### src/rtl/lwsl_pkg.sv
`default_nettype none
package lwsl_pkg;

  localparam int VALUE_W        = 16;
  localparam int LEN_W          = 11;
  localparam int LIMIT_W        = 26;
  // window sum before shrinking is at most limit + one value
  localparam int SUM_W          = LIMIT_W + 1;
  localparam int MAX_ITEMS_DEF  = 1024;
  localparam int VALUE_BITS_DEF = 16;

  typedef struct packed {
    logic [VALUE_W-1:0] value;
    logic               last;
  } in_item_t;

  typedef struct packed {
    logic [LEN_W-1:0] best_len;
    logic [LEN_W-1:0] window_len;
    logic             done_res;
    logic             overflow;
  } out_item_t;

  typedef struct packed {
    logic [VALUE_W-1:0] value;
    logic               last;
    logic               ovf;
  } q_item_t;

  typedef struct packed {
    logic    valid;
    q_item_t item;
  } q_head_t;

  typedef enum logic [1:0] {
    BK_IDLE,
    BK_CHECK,
    BK_POP
  } back_state_t;

endpackage
`default_nettype wire

### src/rtl/lwsl_queue.sv
`default_nettype none
module lwsl_queue (
  input  wire logic              clk,
  input  wire logic              rst_n,
  input  wire logic              push,
  input  wire lwsl_pkg::q_item_t push_item,
  output      logic              full,
  output      lwsl_pkg::q_head_t head,
  input  wire logic              pop
);

  import lwsl_pkg::*;

  q_item_t    ent_r [2];
  logic       wp_r, wp_nxt;
  logic       rp_r, rp_nxt;
  logic [1:0] cnt_r, cnt_nxt;

  assign full       = (cnt_r == 2'd2);
  assign head.valid = (cnt_r != 2'd0);
  assign head.item  = ent_r[rp_r];

  always_comb begin
    wp_nxt  = push ? ~wp_r : wp_r;
    rp_nxt  = pop ? ~rp_r : rp_r;
    cnt_nxt = cnt_r + {1'b0, push} - {1'b0, pop};
  end

  always_ff @(posedge clk) begin
    if (!rst_n) begin
      wp_r  <= 1'b0;
      rp_r  <= 1'b0;
      cnt_r <= 2'd0;
    end else begin
      wp_r  <= wp_nxt;
      rp_r  <= rp_nxt;
      cnt_r <= cnt_nxt;
    end
  end

  always_ff @(posedge clk) begin
    if (push) begin
      ent_r[wp_r] <= push_item;
    end
  end

endmodule
`default_nettype wire

### config.mk
export PLATFORM = sky130hd
export DESIGN_NAME = lwsl_queue
export DESIGN_NICKNAME = d
export VERILOG_FILES = /design/src/rtl/lwsl_pkg.sv /design/src/rtl/lwsl_queue.sv
export SDC_FILE = /design/constraint.sdc
export NUM_CORES = 1
export LEC_CHECK = 0
export BUFFER_PORTS_ARGS = -buffer_cell sky130_fd_sc_hd__buf_2
export CELL_PAD_IN_SITES_DETAIL_PLACEMENT = 1
export CELL_PAD_IN_SITES_GLOBAL_PLACEMENT = 1
export CORE_MARGIN = 2
export CORE_UTILIZATION = 40
export DETAILED_ROUTE_END_ITERATION = 10
export GPL_TIMING_DRIVEN = 0
export HOLD_SLACK_MARGIN = 0.02
export PLACE_DENSITY = 0.7
export SETUP_SLACK_MARGIN = 0.3
export SLEW_MARGIN = 40
export SYNTH_ARGS = -nofsm -noshare
export SYNTH_HDL_FRONTEND = slang
export SYNTH_SLANG_ARGS = --single-unit
### constraint.sdc
create_clock -name clk -period 2.2 [get_ports clk]
set_input_delay 0.44 -clock clk [delete_from_list [all_inputs] [get_ports clk]]
set_output_delay 0.44 -clock clk [all_outputs]
set_load 0.01 [all_outputs]
# == After elaboration in Yosys (flattened, before gate mapping) ==
# Memory sizes are Yosys's and may differ from the RTL's. A register that Yosys moved wholly into a read port is not among the register bits.
# Cells that the tools add are included.
# classes
mux,4
n_mul,0
shifts,0
magnitude_cmp,0
div_mod_pow,0
addsub,2
n_bitwise,2
n_reduce_logical,1
n_eq_ne,1
# op_table
op,count
$mux 1,4
$add 2x1->2,1
$eq 2x2->1 const B,1
$not 1->1,2
$reduce_bool 2->1,1
$sub 2x1->2,1
# totals
n_memories,1
latchBits,0
mem_bits_rw,36
register_bits,4
rom_bits,0
# mem_list
name,depth,word_bits,rd,rd_ports_with_merged_regs,write_ports,line_no,source
ent_r,2,18,1,1,1,lwsl_queue.sv:14,q_item_t ent_r [2];

# == Longest topological paths before layout ==
# depth
word_depth,3
mapped_depth,6

# == Worst setup path before layout ==
# OpenSTA, ideal clock, no wires.
# synth_path
kind,input-to-reg
start,input push
end,"memory ent_r[0][0] (netlist name), enable pin"
t_arrival_ps,1321
cell_stages,1
slack_ps,483
cell_sequence,nor2b_1
# synth_via
elab_chain_len,2
# synth_rtl
element,line_no,source
start: declaration,lwsl_queue.sv:5,"input wire logic push,"
$mux 1,lwsl_queue.sv:42,if (push) begin
$mux 1 (not written as such),lwsl_queue.sv:43,ent_r[wp_r] <= push_item;
end: declaration,lwsl_queue.sv:14,
# Every way passes these cells.

==> results.json <==
{
  "final_common_cell": "buf_2",
  "io_pins": 42,
  "syn_area_sq_mm": 0.00158,
  "grt_pass1_wl_um": 3880,
  "die_w_um": 66.9,
  "leakagePower_uw": 0.000778,
  "dp_hpwl_um": 1860,
  "slowest_stage": "dfxtp_1",
  "fmax_mhz": 558,
  "cp-end-kind": "primary output",
  "grt_pass1_vias": 811,
  "post_cts_buffers": 0,
  "die-area_sq_mm": 0.00447,
  "ys_seq_area_frac": 0.747,
  "via_per_inst": 4.52,
  "finalNonFillerCells": 174,
  "die-height_um": 66.9,
  "clock_skew_ns": 0.0117,
  "critical_path.startpoint_type": "register",
  "avgSynthCellArea_sq_um": 20.5,
  "worstSkewPairLatency_ns": 0.29,
  "ys_seq_elements": 41,
  "routed-wl-met2_um": 1320,
  "crit_chain": "buf_6 -> buf_12 -> mux2_4 -> buf_2",
  "p_per_area_mw_per_mm2": 826,
  "criticalPathCategory": "register to primary output",
  "cts_hold_buf": 0,
  "hp-class": "primary input to register",
  "row_count": 22,
  "p_total_uw": 1600,
  "antenna_found_initial": 0,
  "fin_nets": 149,
  "status": "complete, no violations",
  "wl_met3_um": 137,
  "drive_gt1_frac": 0.556,
  "crit_required_ns": 1.76,
  "clock_path_buffers": 2,
  "ys_warn_count": 0,
  "numPortBuffers": 41,
  "syn_to_final_growth_pct": 22.5,
  "grt_remaining_overflow": 0,
  "cts_num_sinks": 41,
  "antenna_cells": 0,
  "n_fill_cell": 390,
  "routed.top_layer": "met4",
  "slew-limit-headroom": 0.627,
  "final_area_sq_mm": 0.00194,
  "clkTransAtPathRegs_ns": 0.07,
  "synth.net_count": 101,
  "cts_tree": "yes",
  "slowest_delay_ns": 0.32,
  "cts-buffers-inserted": 5,
  "synth_cell_types": 14,
  "routabilityCongestion": 0.627,
  "drv_slew": 0,
  "placed_cells": 166,
  "period_minus_slack_ns": 1.79,
  "final_cell_mix": "buf_2 (41), edfxtp_1 (36), mux2_4 (10)",
  "setup_viol": 0,
  "clockRootBuffer": "clkbuf_8",
  "coreArea_sq_mm": 0.00372,
  "post_drt_wl_per_cell_um": 14.6,
  "via_count": 787,
  "drc": 0,
  "first_pass_iters": 4,
  "cap_violations": 0,
  "drt_wl_total_um": 2550,
  "wl_met1_um": 1040,
  "cp.arrival_ns": 1.35,
  "grt_setup_unrepaired": "false",
  "finalHoldViolCount": 0,
  "cts_resized": 0,
  "htreeDepth": 2,
  "first_iter_violations": 36,
  "track_usage": 0.128,
  "fin_crit_sh": 0.815,
  "start_util": 0.425,
  "worstPathMaxFanout": 10,
  "ir_worst_vdd_mv": 0.482,
  "syn_inst": 77,
  "grt_max_degree": 20,
  "place_area_sq_mm": 0.00185,
  "tightestPinTransition_ns": 0.558,
  "ant_nets": 0,
  "tns_ns": 0
}
-- registers in the layout, summed over array words and instances (netlist names), named ones only --
signal / cells
cnt_r: 2
ent_r: 36
rp_r: 1
wp_r: 1
-- critical path: cells and delay by family (launching register included) --
kind / cells / cell delay (ns)
buffers and inverters: 3 / 0.44
flip-flops: 1 / 0.32
multiplexers: 1 / 0.30
-- final timing paths --
| check | depth (start not counted) | end | slack [ns] | from |
|---|---|---|---|---|
| worst max-delay path | 4 | head[16] | 0.41 | register |
| worst min-delay path | 1 | ent_r[0][16]$_DFFE_PP_ | 0.34 | push_item[16] |
| worst max register to register | 6 | cnt_r[1]$_SDFF_PN0_ | 0.95 | cnt_r[0]$_SDFF_PN0_ |
| worst min register to register | 2 | register | 0.57 | rp_r$_SDFFE_PN0P_ |
-- area by class of cell --
cell class | instances | area, sq um | share of cell area
Sequential cell | 41 | 1180 | 0.610
Multi-Input combinational cell | 32 | 369 | 0.191
Inverter | 2 | 7.51 | 0.00388
Tap cell | 48 | 60.1 | 0.0310
Buffer | 2 | 31.3 | 0.0162
Clock buffer | 7 | 76.3 | 0.0394
Timing Repair Buffer | 41 | 205 | 0.106
Clock inverter | 1 | 5.00 | 0.00259
-- logic make-up (layout without fill, tap and decap cells) --
logic type | after synthesis | in the layout | synth area share
flip-flops | 41 | 41 | 0.747
AND/OR/NAND/NOR | 9 | 9 | 0.0356
multiplexers | 18 | 18 | 0.152
XOR/XNOR | 2 | 2 | 0.0198
adder cells (fa/ha/maj) | 2 | 2 | 0.0158
AO/OA/AOI/OAI | 1 | 1 | 0.00475
buffers and inverters | 4 | 53 | 0.0245
-- synthesized netlist by cell type --
cell type  count  area, sq um
and2_1         4         25.0
buf_12         1         20.0
buf_6          1         11.3
dfxtp_1        5          100
edfxtp_1      36         1080
ha_1           2         25.0
inv_1          2         7.51
mux2_2         8         90.1
mux2_4        10          150
nor2b_1        4         25.0
o21a_1         1         7.51
or2_2          1         6.26
xnor3_1        1         22.5
xor2_1         1         8.76
-- per-stage QoR --
stage,setup slack [ns],hold slack (ns),util
after floorplan,0.483,0.539,-
after global placement,-0.0878,0.568,0.497
after detailed placement,0.523,0.571,0.499
after CTS,0.384,0.332,0.521
after global routing,0.351,0.332,0.521
final,0.407,0.345,0.521
-- metal layers --
metal  vias to the layer above  GRT usage
met5                         -          0
met2                        23      0.220
met3                         5     0.0524
li1                        383          -
met4                         0     0.0536
met1                       376      0.139
-- report_power, final --
part / switching [uW] / internal (uW) / leakage [uW] / total (uW)
sequential: 16.7 / 898 / 0.000380 / 915
clock: 224 / 222 / 0.0000422 / 446
combinational: 106 / 133 / 0.000356 / 239
Note: power is estimated with default switching activity, not from simulation.
