File: src/rtl/lwsl_pkg.sv
`default_nettype none
package lwsl_pkg;

  localparam int VALUE_W        = 16;
  localparam int LEN_W          = 11;
  localparam int LIMIT_W        = 26;
  // window sum before shrinking is at most limit + one value
  localparam int SUM_W          = LIMIT_W + 1;
  localparam int MAX_ITEMS_DEF  = 1024;
  localparam int VALUE_BITS_DEF = 16;

  typedef struct packed {
    logic [VALUE_W-1:0] value;
    logic               last;
  } in_item_t;

  typedef struct packed {
    logic [LEN_W-1:0] best_len;
    logic [LEN_W-1:0] window_len;
    logic             done_res;
    logic             overflow;
  } out_item_t;

  typedef struct packed {
    logic [VALUE_W-1:0] value;
    logic               last;
    logic               ovf;
  } q_item_t;

  typedef struct packed {
    logic    valid;
    q_item_t item;
  } q_head_t;

  typedef enum logic [1:0] {
    BK_IDLE,
    BK_CHECK,
    BK_POP
  } back_state_t;

endpackage
`default_nettype wire

File: src/rtl/lwsl_front.sv
`default_nettype none
module lwsl_front #(
  parameter int MAX_ITEMS = lwsl_pkg::MAX_ITEMS_DEF
) (
  input  wire logic               clk,
  input  wire logic               rst_n,
  input  wire logic               in_valid,
  output      logic               in_ready,
  input  wire lwsl_pkg::in_item_t in_item,
  input  wire logic               q_full,
  output      logic               q_push,
  output      lwsl_pkg::q_item_t  q_item
);

  import lwsl_pkg::*;

  localparam int CNT_W = $clog2(MAX_ITEMS + 1);

  logic [CNT_W-1:0] seen_r, seen_nxt;
  logic             ovf;

  assign in_ready     = !q_full;
  assign q_push       = in_valid && in_ready;
  assign ovf          = (seen_r == CNT_W'(MAX_ITEMS));
  assign q_item.value = in_item.value;
  assign q_item.last  = in_item.last;
  assign q_item.ovf   = ovf;

  always_comb begin
    seen_nxt = seen_r;
    if (q_push) begin
      if (in_item.last) begin
        seen_nxt = '0;
      end else if (!ovf) begin
        seen_nxt = seen_r + 1'b1;
      end
    end
  end

  always_ff @(posedge clk) begin
    if (!rst_n) begin
      seen_r <= '0;
    end else begin
      seen_r <= seen_nxt;
    end
  end

endmodule
`default_nettype wire

File: config.mk
export PLATFORM = sky130hd
export DESIGN_NAME = lwsl_front
export DESIGN_NICKNAME = d
export VERILOG_FILES = /design/src/rtl/lwsl_pkg.sv /design/src/rtl/lwsl_front.sv
export SDC_FILE = /design/constraint.sdc
export NUM_CORES = 1
export LEC_CHECK = 0
export BUFFER_PORTS_ARGS = -buffer_cell sky130_fd_sc_hd__buf_4
export CAP_MARGIN = 15
export CORE_UTILIZATION = 47
export DETAILED_ROUTE_END_ITERATION = 6
export PLACE_DENSITY = 0.82
export REMOVE_ABC_BUFFERS = 1
export SYNTH_ARGS = -nofsm -noshare
export SYNTH_HDL_FRONTEND = slang
export SYNTH_SLANG_ARGS = --single-unit
File: constraint.sdc
create_clock -name clk -period 4.8 [get_ports clk]
set_input_delay 0.24 -clock clk [delete_from_list [all_inputs] [get_ports clk]]
set_output_delay 0.24 -clock clk [all_outputs]
set_load 0.01 [all_outputs]
-- After elaboration in Yosys (flattened, before gate mapping)
Index checks and enable logic that the tools add are counted.
- register bits: 11
- input port bits: 21
- output and inout bits: 20
- word-level logic and storage cells: 9
- $add $sub $neg: 1
- equality and inequality tests: 2
- mux-type cells: 2
- reduce and logical (&&, ||, !) cells: 3
- operators with widths (cell ; number):
    $mux 11 ; 2
    $add 11x1->11 const B ; 1
    $eq 11x11->1 const B ; 1
    $ne 2x2->1 const B ; 1
    $reduce_and 2->1 ; 1
    $logic_and 1x1->1 ; 1
    $logic_not 1->1 ; 1

-- Logic depth before layout (Yosys ltp)
Gate-level depths: netlist of the first run.
- depth after elaboration: 3
- mapped depth: 6
- mapped depth without buffers: 6

-- Worst setup path after synthesis of the first run
OpenSTA, ideal clock, no wires.
- kind: register -> register
- start point: register seen_r[0]
- end point: register seen_r[2]
- library setup time: 72 ps
- data arrival time: 1644 ps
- data required time: 4728 ps
- slack: 3085 ps
- stages on the path, launching flop included: 7
- clock period less this slack: 1715 ps
- cell sequence: dfxtp_1 -> inv_1 -> ha_1 -> nor4b_2 -> a311o_1 -> or3b_1 -> a21oi_1
- cells in the longest elaborated chain, start to end: 3
- elaborated cells on any way between the ends: 6
- RTL lines (what ; line ; source):
    start, declared ; lwsl_front.sv:19 ; logic [CNT_W-1:0] seen_r, seen_nxt;
    start signal, assigned ; lwsl_front.sv:44 ; seen_r <= seen_nxt;
    $add 11x1->11 / $eq 11x11->1 (equally long branches) ; lwsl_front.sv:35, lwsl_front.sv:24 ;
    $mux 11 / $ne 2x2->1 (equally long branches) ; -- ;
    $mux 11 / $reduce_and 2->1 (equally long branches) ; -- ;
Several ways; a longest one is shown, not always the timed one. The select of a mux whose other input is x is not followed.
A chain may end at the register's enable or synchronous reset.

-- Worst setup path in the final report of the first run
- start point: register seen_r[0]
- end point: register seen_r[4]
Same word-level chain as after synthesis.

==> metrics.md, run 1 <==
| Metric | Value |
|---|---|
| Die Ht | 43.2 µm |
| Slew HR | 0.703 |
| Critical path cell sequence | inv_1, ha_1, nor4b_2, a311o_1, or3b_1, a21oi_1 |
| CP max stage cell | a311o_1 |
| Final max-slew violation count | 0 |
| HPWL after detailed placement | 1340 µm |
| Most frequent cells in the layout | 11 x dfxtp_1, 8 x buf_4, 6 x inv_1, 6 x a21oi_1 |
| Fin crit share | 0.395 |
| Max reg flops | 11 |
| First-pass GRT wire length | 2930 µm |
| Cts hold-fix bufs | 0 |
| RSZ-0062 raised after global routing | no |
| XOR/XNOR share of the synthesized area | 0 |
| DR pass1 iterations | 4 |
| Setup Buffers After CTS | 0 |
| Commonest non-fill, non-tap cell in the layout | dfxtp_1 |
| Status | finished, final reports clean |
| Final Hold Vio Count | 0 |
| Port Buf Inserts | 8 |
| Peak VDD IR | 0.117 mV |
| Final core occ | 0.491 |
| Met1 wire length | 732 µm |
| Mux share of post-synthesis cell area | 0 |
| Clock root buffer | clkbuf_4 |
| Vias per inst | 6.63 |
| Remaining DRCs | 0 |
| Main synth FF type | dfxtp_1 |
| Top flop regs | seen_r (11) |
| Post-Route Skew | 0.00247 ns |
| Initial antenna violation count | 0 |
| Synth Instances | 101 |
| Ranking of synthesized cells by area | dfxtp_1 28%, buf_4 17%, a21oi_1 3.8% |
| Fill count | 159 |
| Fraction of layout cells with a size suffix above 1 | 0.163 |
| Starting Density | 0.519 |
| Top layer in use | met4 |
| # diodes | 0 |
| Async SR Flop Fraction | 0 |
| Global route overflow | 0 |
| Die width | 43.2 µm |
| Crit path DAT | 2.10 ns |
| Die ar. | 1870 µm² |
| WS Path Type | reg2reg |
| Initial DRC count | 31 |
| Leading area contributor after synthesis | dfxtp_1 |
| GRT Util Overall | 0.215 |
| Highest clock rate | 527 MHz |
| TritonCTS Buffers | 3 |
| FP Rows | 14 |
| Layout Cell Area excl Fill | 757 µm² |
| Clock latency at the later pin of the worst-skew pair | 0.27 ns |
| Num ports | 41 |
| Nets | 116 |
| Synth Area in Simple Gates | 0.272 |
| Synth Warn # | 0 |
| Final Power | 0.173 mW |
| Worst path required time | 5.00 ns |
| Drt total wl | 1840 µm |
| Sequential share of the synthesized area | 0.275 |
| Vias in the first global route | 627 |
| WL met3 | 300 µm |
| Final setup vio count | 0 |
| CTS tree | done |
| CTS Buffer Depth | 2 |
| CP startpoint | seen_r[0]$_SDFFE_PN0P_ |
| CTS sink count | 11 |
| Worst slew pin tran | 0.442 ns |
| Mapped cell area | 800 µm² |
| Area growth from synthesis to layout | -5.32% |
| Met2 wire len | 794 µm |
| Clk pin slew, worst setup/hold paths | 0.07 ns |
| Most flops, register | seen_r |
| Synth top area share | 0.275 |
| Setup TNS | 0 ns |
| Core ar. | 1540 µm² |
| Crit. End Element | flip-flop |
| Worst hold path type | in2reg |
| Worst setup SP type | flip-flop |
| CTS H-tree depth | 1 |
| Placed Area | 731 µm² |
| Vias post-DR | 716 |
| Avg WL per Cell | 17.0 µm |
| Final hold slack | 0.214 ns |
| Post_cts resized | 0 |
| Final GP Congestion | 0.863 |
| CP peak stage delay | 0.43 ns |
| Flop and latch count out of synthesis | 11 |
| Worst-path maximum fanout | 8 |
| Compound-Gate Fraction of Synth Area | 0.202 |
| Largest net degree at the start of global routing | 14 |
| EDFF count, synth | 0 |
| Min-delay src | rst_n |
| DRT antenna net count | 0 |
| P per Cell Area | 229 nW/µm² |
| Adder-cell area share of the yosys netlist | 0.0313 |
| Tmin final | 1.90 ns |
| Pleak | 0.277 nW |
| Largest family of logic cells by synthesized area | simple AND/OR/NAND/NOR gates |
| Synthesized area per cell | 7.92 µm² |
| Max_cap viols | 0 |
| Reg2reg start | seen_r[0]$_SDFFE_PN0P_ |
| Yosys cell types | 31 |
[per-layer routing]
layer,up-vias,track usage
li1,335,-
met5,-,0
met3,2,0.191
met1,325,0.244
met4,0,0.0970
met2,54,0.275
[metrics by stage]
stage,setup slack (ns),std cells
after floorplan,3.08,80
after global placement,3.00,104
after detailed placement,2.93,104
after CTS,2.92,108
after global routing,2.77,108
final,2.90,108
[cells by family (layout without fill, tap and decap cells)]
group           count (synthesis)  after routing
buf+inv                        28             19
compound gates                 24             24
fa+ha+maj                       2              2
flops                          11             11
simple gates                   36             36
[power by group]
part / total, mW / switching (mW) / internal (mW) / leakage, nW
Sequential: 0.0924 / 0.000713 / 0.0916 / 0.0887
Clock: 0.0640 / 0.0318 / 0.0322 / 0.0150
Combinational: 0.0170 / 0.00971 / 0.00729 / 0.173
Total: 0.173 / 0.0422 / 0.131 / 0.277
[critical path: cells and delay by family, from the launching register on]
family          cells  cell delay (ns)
compound gates      2             0.57
fa+ha+maj           1             0.19
buf+inv             1             0.08
flops               1             0.42
simple gates        2             0.57
[Yosys cell counts (2+ instances only)]
| cell | instances |
|---|---|
| nand3_1 | 4 |
| a21oi_1 | 6 |
| nor2_1 | 4 |
| nand2b_1 | 2 |
| a31oi_1 | 3 |
| buf_2 | 2 |
| or3b_1 | 3 |
| nor4_1 | 2 |
| nand2_1 | 5 |
| dfxtp_1 | 11 |
| and3_1 | 3 |
| nor3_1 | 4 |
| a31o_2 | 2 |
| buf_4 | 18 |
| o21bai_1 | 2 |
| inv_1 | 6 |
| ha_1 | 2 |
| o21a_1 | 2 |
| nor4b_1 | 2 |
| o21ai_0 | 5 |
| nand4_1 | 3 |
[area by class of cell]
class                   instances  area, µm²  area share
multi-input cells              62        404       0.534
flip-flops and latches         11        220       0.291
repair buffers                  8       60.1      0.0793
clock buffers                   4       26.3      0.0347
inverters                       7       26.3      0.0347
well taps                      16       20.0      0.0264
[final timing paths]
path / to / slack [ns] / cells after the start
min reg2reg: seen_r[1]$_SDFFE_PN0P_ / 0.52 / 2
min: seen_r[5]$_SDFFE_PN0P_ / 0.21 / 2
max: seen_r[4]$_SDFFE_PN0P_ / 2.90 / 6
max reg2reg: seen_r[4]$_SDFFE_PN0P_ / 2.90 / 6
(Power assumes the default switching activity.)
==> run 2, diff against run 1 <==
--- a/config.mk
+++ b/config.mk
@@ -7,9 +7,9 @@
 export LEC_CHECK = 0
 export BUFFER_PORTS_ARGS = -buffer_cell sky130_fd_sc_hd__buf_4
 export CAP_MARGIN = 15
-export CORE_UTILIZATION = 47
+export CORE_UTILIZATION = 44
 export DETAILED_ROUTE_END_ITERATION = 6
-export PLACE_DENSITY = 0.82
+export PLACE_DENSITY = 0.78
 export REMOVE_ABC_BUFFERS = 1
 export SYNTH_ARGS = -nofsm -noshare
 export SYNTH_HDL_FRONTEND = slang
==> constraint.sdc (replaced) <==
create_clock -name clk -period 1.9 [get_ports clk]
set_input_delay 0.095 -clock clk [delete_from_list [all_inputs] [get_ports clk]]
set_output_delay 0.095 -clock clk [all_outputs]
set_load 0.01 [all_outputs]
==> run 2 against run 1 <==
  * Non-clock buffer count is 3 higher
  * Global-route usage grew 0.26 points
  * Maximum frequency rose by 6.8%
  * Worst hold slack lost 0.14 ns
  * First-iteration DRC count rose by 29%
  * Largest cell class unchanged
  * Highest routed layer unchanged
==> metrics.md, run 2 (synthesis results as in run 1) <==
| Metric | Value |
|---|---|
| Status | finished, final reports clean (unchanged) |
| Largest net degree at the start of global routing | 14 (unchanged) |
| Vias per inst | 6.10 (was 6.63) |
| Worst setup SP type | flip-flop (unchanged) |
| Final GP Congestion | 0.858 (was 0.863) |
| Worst-path maximum fanout | 8 (unchanged) |
| Nets | 119 (was 116) |
| FP Rows | 15 (was 14) |
| Vias in the first global route | 631 (was 627) |
| CTS H-tree depth | 1 (unchanged) |
| DR pass1 iterations | 6 (was 4) |
| Cts hold-fix bufs | 0 (unchanged) |
| Most frequent cells in the layout | 11 x buf_4, 11 x dfxtp_1, 6 x inv_1, 6 x a21oi_1 (was 11 x dfxtp_1, 8 x buf_4, 6 x inv_1, 6 x a21oi_1) |
| Pleak | 0.292 nW (was 0.277 nW) |
| Starting Density | 0.468 (was 0.519) |
| Post-Route Skew | 0.00804 ns (was 0.00247 ns) |
| P per Cell Area | 568 nW/µm² (was 229 nW/µm²) |
| Clock root buffer | clkbuf_4 (unchanged) |
| Crit Reg-Reg Endpoint | seen_r[2]$_SDFFE_PN0P_ (was seen_r[4]$_SDFFE_PN0P_) |
| DRT antenna net count | 0 (unchanged) |
| WS Path Type | reg2reg (unchanged) |
| Setup Buffers After CTS | 0 (unchanged) |
| Reg2reg start | seen_r[0]$_SDFFE_PN0P_ (unchanged) |
| Highest clock rate | 563 MHz (was 527 MHz) |
| Num ports | 41 (unchanged) |
| Vias post-DR | 732 (was 716) |
| Final setup vio count | 0 (unchanged) |
| Reg2Reg Depth | 6 (unchanged) |
| Layout Cell Area excl Fill | 791 µm² (was 757 µm²) |
| Most flops, register | seen_r (unchanged) |
| Avg WL per Cell | 16.3 µm (was 17.0 µm) |
| # diodes | 0 (unchanged) |
| Core ar. | 1710 µm² (was 1540 µm²) |
| Crit path DAT | 1.98 ns (was 2.10 ns) |
| Max_cap viols | 0 (unchanged) |
| Worst slew pin tran | 0.399 ns (was 0.442 ns) |
| Global route overflow | 0 (unchanged) |
| Max reg flops | 11 (unchanged) |
| Worst setup margin | 0.123 ns (was 2.90 ns) |
| Top flop regs | seen_r (11) (unchanged) |
| Min-delay src | rst_n (unchanged) |
| TritonCTS Buffers | 3 (unchanged) |
| Worst slack at placement | 0.155 ns (was 2.93 ns) |
| Port Buf Inserts | 8 (unchanged) |
| Fill count | 164 (was 159) |
| Crit. End Element | flip-flop (unchanged) |
| Area growth from synthesis to layout | -1.10% (was -5.32%) |
| Initial antenna violation count | 0 (unchanged) |
| Hold path cells | 2 (unchanged) |
| CTS tree | done (unchanged) |
| RSZ-0062 raised after global routing | no (unchanged) |
| Die width | 44.6 µm (was 43.2 µm) |
| Setup TNS | 0 ns (unchanged) |
| CTS Buffer Depth | 2 (unchanged) |
| Tmin final | 1.78 ns (was 1.90 ns) |
| Die ar. | 1990 µm² (was 1870 µm²) |
| Final max-slew violation count | 0 (unchanged) |
| R2R setup slack | 0.12 ns (was 2.90 ns) |
| Final Power | 0.449 mW (was 0.173 mW) |
| First-pass GRT wire length | 3080 µm (was 2930 µm) |
| Die Ht | 44.6 µm (was 43.2 µm) |
| HPWL after detailed placement | 1380 µm (was 1340 µm) |
| Slew HR | 0.731 (was 0.703) |
| Hold Path Sink | seen_r[5]$_SDFFE_PN0P_ (unchanged) |
| CTS sink count | 11 (unchanged) |
| Clock latency at the later pin of the worst-skew pair | 0.27 ns (about the same) |
| Drt total wl | 1950 µm (was 1840 µm) |
| Placed Cells | 116 (was 104) |
| Clk pin slew, worst setup/hold paths | 0.08 ns (was 0.07 ns) |
| Non-Filler Instances | 120 (was 108) |
| Fin crit share | 0.935 (was 0.395) |
| Fraction of layout cells with a size suffix above 1 | 0.189 (was 0.163) |
| Final Hold Vio Count | 0 (unchanged) |
| GRT Util Overall | 0.217 (was 0.215) |
| Worst path required time | 2.10 ns (was 5.00 ns) |
| Peak VDD IR | 0.308 mV (was 0.117 mV) |
| Initial DRC count | 40 (was 31) |
| Remaining DRCs | 0 (unchanged) |
| Post_cts resized | 0 (unchanged) |
| Placed Area | 764 µm² (was 731 µm²) |
| Worst hold path type | in2reg (unchanged) |
==> run 2: worst max path at each step <==
stage | start | end | depth (start not counted)
6_report | seen_r[0]$_SDFFE_PN0P_ | seen_r[2]$_SDFFE_PN0P_ | 6
3_5_place_dp | seen_r[0]$_SDFFE_PN0P_ | seen_r[4]$_SDFFE_PN0P_ | 6
3_3_place_gp | seen_r[0]$_SDFFE_PN0P_ | seen_r[2]$_SDFFE_PN0P_ | 6
4_1_cts | seen_r[0]$_SDFFE_PN0P_ | seen_r[2]$_SDFFE_PN0P_ | 6
2_1_floorplan | seen_r[0]$_SDFFE_PN0P_ | seen_r[2]$_SDFFE_PN0P_ | 6
5_1_grt | seen_r[0]$_SDFFE_PN0P_ | seen_r[4]$_SDFFE_PN0P_ | 6
==> run 2: per-stage QoR <==
step / utilization / hold slack, ns
after floorplan: - / 0.190
after global placement: 0.448 / 0.190
after detailed placement: 0.448 / 0.190
after CTS: 0.463 / 0.0779
after global routing: 0.463 / 0.0848
final: 0.463 / 0.0743
==> run 2: report_power, final <==
| part | leakage [nW] | internal [mW] | switching [mW] |
|---|---|---|---|
| clock network | 0.0150 | 0.0813 | 0.0866 |
| registers | 0.0887 | 0.231 | 0.000570 |
| logic | 0.188 | 0.0212 | 0.0277 |
| total | 0.292 | 0.334 | 0.115 |
==> run 2: final cells by class <==
type / instances / area, µm² / area share
Multi-Input combinational cell: 62 / 404 / 0.511
Sequential cell: 11 / 220 / 0.278
Inverter: 7 / 26.3 / 0.0332
Clock buffer: 4 / 26.3 / 0.0332
Timing Repair Buffer: 11 / 82.6 / 0.104
Tap cell: 25 / 31.3 / 0.0396
==> run 2: routing by layer <==
| metal | GRT usage | share of wire | vias up |
|---|---|---|---|
| li1 | - | - | 335 |
| met1 | 0.300 | 0.43 | 336 |
| met2 | 0.265 | 0.41 | 55 |
| met3 | 0.127 | 0.14 | 6 |
| met4 | 0.0970 | 0.022 | 0 |
| met5 | 0 | 0 | - |
==> run 2: critical path, stage by stage, from the launching register on <==
cell	delay [ns]
dfxtp_1	0.33
inv_1	0.06
ha_1	0.18
nor4b_2	0.16
a311o_1	0.43
or3b_1	0.41
a21oi_1	0.14
==> run 3, diff against run 2 <==
--- a/config.mk
+++ b/config.mk
@@ -6,7 +6,7 @@
 export NUM_CORES = 1
 export LEC_CHECK = 0
 export BUFFER_PORTS_ARGS = -buffer_cell sky130_fd_sc_hd__buf_4
-export CAP_MARGIN = 15
+export CAP_MARGIN = 0
 export CORE_UTILIZATION = 44
 export DETAILED_ROUTE_END_ITERATION = 6
 export PLACE_DENSITY = 0.78
==> constraint.sdc (replaced) <==
create_clock -name clk -period 1.9 [get_ports clk]
set_input_delay 0 -clock clk [delete_from_list [all_inputs] [get_ports clk]]
set_output_delay 0 -clock clk [all_outputs]
set_load 0.01 [all_outputs]
==> run 3 against run 2 <==
  * Cell count unchanged
  * Worst hold slack got worse by 0.074 ns
  * Clock-buffer cell count unchanged
  * Critical path depth unchanged
  * Clock power decreased by 4%
  * Global-route usage decreased by 1.2 points
  * Routed wire length decreased by 1.4%
  * Critical path type unchanged
==> metrics.md, run 3 (synthesis results as in run 1) <==
| Metric | Value |
|---|---|
| WP depth | 6 (unchanged) |
| Core ar. | 1710 µm² (unchanged) |
| Worst slack at placement | 0.153 ns (was 0.155 ns) |
| Setup Buffers After CTS | 0 (unchanged) |
| Critical path cell sequence | inv_1, ha_1, nor4b_2, a311o_1, or3b_1, a21oi_1 (unchanged) |
| CP max stage cell | a311o_1 (unchanged) |
| DR pass1 iterations | 4 (was 6) |
| Slew HR | 0.694 (was 0.731) |
| Highest clock rate | 561 MHz (was 563 MHz) |
| Largest net degree at the start of global routing | 14 (unchanged) |
| Fill count | 169 (was 164) |
| Post_cts resized | 0 (unchanged) |
| Final GP Congestion | 0.878 (was 0.858) |
| First-pass GRT wire length | 2840 µm (was 3080 µm) |
| CTS H-tree depth | 1 (unchanged) |
| Nets | 119 (unchanged) |
| CTS tree | done (unchanged) |
| Clk pin slew, worst setup/hold paths | 0.07 ns (was 0.08 ns) |
| Crit Reg-Reg Endpoint | seen_r[4]$_SDFFE_PN0P_ (was seen_r[2]$_SDFFE_PN0P_) |
| Clock root buffer | clkbuf_4 (unchanged) |
| Most frequent cells in the layout | 11 x dfxtp_1, 10 x buf_4, 6 x inv_1, 6 x a21oi_1 (was 11 x buf_4, 11 x dfxtp_1, 6 x inv_1, 6 x a21oi_1) |
| Max reg flops | 11 (unchanged) |
| Vias in the first global route | 580 (was 631) |
| Area growth from synthesis to layout | -0.782% (was -1.10%) |
| Final setup vio count | 0 (unchanged) |
| Port Buf Inserts | 8 (unchanged) |
| GRT Util Overall | 0.206 (was 0.217) |
| Clock latency at the later pin of the worst-skew pair | 0.27 ns (about the same) |
| Reg2Reg Depth | 6 (unchanged) |
| Worst path top cell family by delay | simple AND/OR/NAND/NOR gates (was compound AO/OA/AOI/OAI gates) |
| CP peak stage delay | 0.43 ns (about the same) |
| RSZ-0062 raised after global routing | no (unchanged) |
| Worst setup margin | 0.119 ns (was 0.123 ns) |
| Critical Path End | seen_r[4]$_SDFFE_PN0P_ (was seen_r[2]$_SDFFE_PN0P_) |
| Post-Route Skew | 0.00115 ns (was 0.00804 ns) |
| R2R setup slack | 0.12 ns (about the same) |
| Initial DRC count | 26 (was 40) |
| HPWL after detailed placement | 1410 µm (was 1380 µm) |
| Reg2reg start | seen_r[0]$_SDFFE_PN0P_ (unchanged) |
| Setup TNS | 0 ns (unchanged) |
| Die ar. | 1990 µm² (unchanged) |
| Final max-slew violation count | 0 (unchanged) |
| Commonest non-fill, non-tap cell in the layout | dfxtp_1 |
| TritonCTS Buffers | 3 (unchanged) |
| Initial antenna violation count | 0 (unchanged) |
| Die Ht | 44.6 µm (unchanged) |
| Num ports | 41 (unchanged) |
| Status | finished, final reports clean (unchanged) |
| Tmin final | 1.78 ns (about the same) |
| Most flops, register | seen_r (unchanged) |
| Final Power | 0.441 mW (was 0.449 mW) |
| Crit path DAT | 1.98 ns (about the same) |
| Vias per inst | 5.97 (was 6.10) |
| Remaining DRCs | 0 (unchanged) |
| WS Path Type | reg2reg (unchanged) |
| Fin crit share | 0.937 (was 0.935) |
| Final core occ | 0.464 (was 0.463) |
| Crit. End Element | flip-flop (unchanged) |
| Cts hold-fix bufs | 1 (was 0) |
| Top flop regs | seen_r (11) (unchanged) |
| CTS Buffer Depth | 2 (unchanged) |
| Avg WL per Cell | 16.0 µm (was 16.3 µm) |
| # diodes | 0 (unchanged) |
| Fraction of layout cells with a size suffix above 1 | 0.179 (was 0.189) |
| Worst hold path type | in2out (was in2reg) |
| Worst path required time | 2.10 ns (about the same) |
| Vias post-DR | 716 (was 732) |
| Drt total wl | 1930 µm (was 1950 µm) |
| Buf/Inv on CP | 1 (unchanged) |
| Die width | 44.6 µm (unchanged) |
| Worst slew pin tran | 0.455 ns (was 0.399 ns) |
| Worst setup SP type | flip-flop (unchanged) |
| Pleak | 0.292 nW (about the same) |
| Final Hold Vio Count | 0 (unchanged) |
| Max_cap viols | 0 (unchanged) |
| CP startpoint | seen_r[0]$_SDFFE_PN0P_ (unchanged) |
| FP Rows | 15 (unchanged) |
| Peak VDD IR | 0.383 mV (was 0.308 mV) |
| Global route overflow | 0 (unchanged) |
| DRT antenna net count | 0 (unchanged) |
| Worst-path maximum fanout | 8 (unchanged) |
| Starting Density | 0.468 (unchanged) |
| CTS sink count | 11 (unchanged) |
| P per Cell Area | 556 nW/µm² (was 568 nW/µm²) |
run 3: cell types whose count changed in the layout (fill, tap and decap cells not counted), sizes merged:
cell         delta
buf             -1
dlygate4sd3     +1
run 3: stage by stage:
stage / std cells / instance area [µm²] / hold slack, ns
final: 120 / 793 / 0.000115
after global routing: 120 / 793 / 0.0000899
after CTS: 120 / 793 / 0.000143
after detailed placement: 115 / 757 / 0.000143
after global placement: 115 / 757 / 0.000143
after floorplan: 80 / 651 / 0
run 3: routing by layer:
layer  track usage  share of wire
met5             0              0
met4        0.0909          0.015
met3         0.114           0.12
met2         0.285           0.45
met1         0.259           0.41
run 3: worst min path at each step:
stage	cells past startpoint	slack [ns]	startpoint	endpoint
3_3_place_gp	0	0.0001	in_item[14]	q_item[15]
6_report	0	0.0001	in_item[4]	q_item[5]
2_1_floorplan	0	0	in_item[9]	q_item[10]
3_5_place_dp	0	0.0001	in_item[14]	q_item[15]
5_1_grt	0	0.00009	in_item[8]	q_item[9]
4_1_cts	0	0.0001	in_item[14]	q_item[15]
run 3: report_power, final:
part | total, mW | internal [mW] | switching, mW
Clock | 0.161 | 0.0814 | 0.0795
Combinational | 0.0485 | 0.0213 | 0.0272
Sequential | 0.232 | 0.232 | 0.000558
Total | 0.441 | 0.334 | 0.107
run 3: layout make-up:
class                      count  area [µm²]  share of cell area
inverter                       7        26.3              0.0331
multi-input combinational     62         404               0.509
clock buffer                   4        26.3              0.0331
timing repair buffer          11        85.1               0.107
tap                           25        31.3              0.0394
sequential                    11         220               0.278
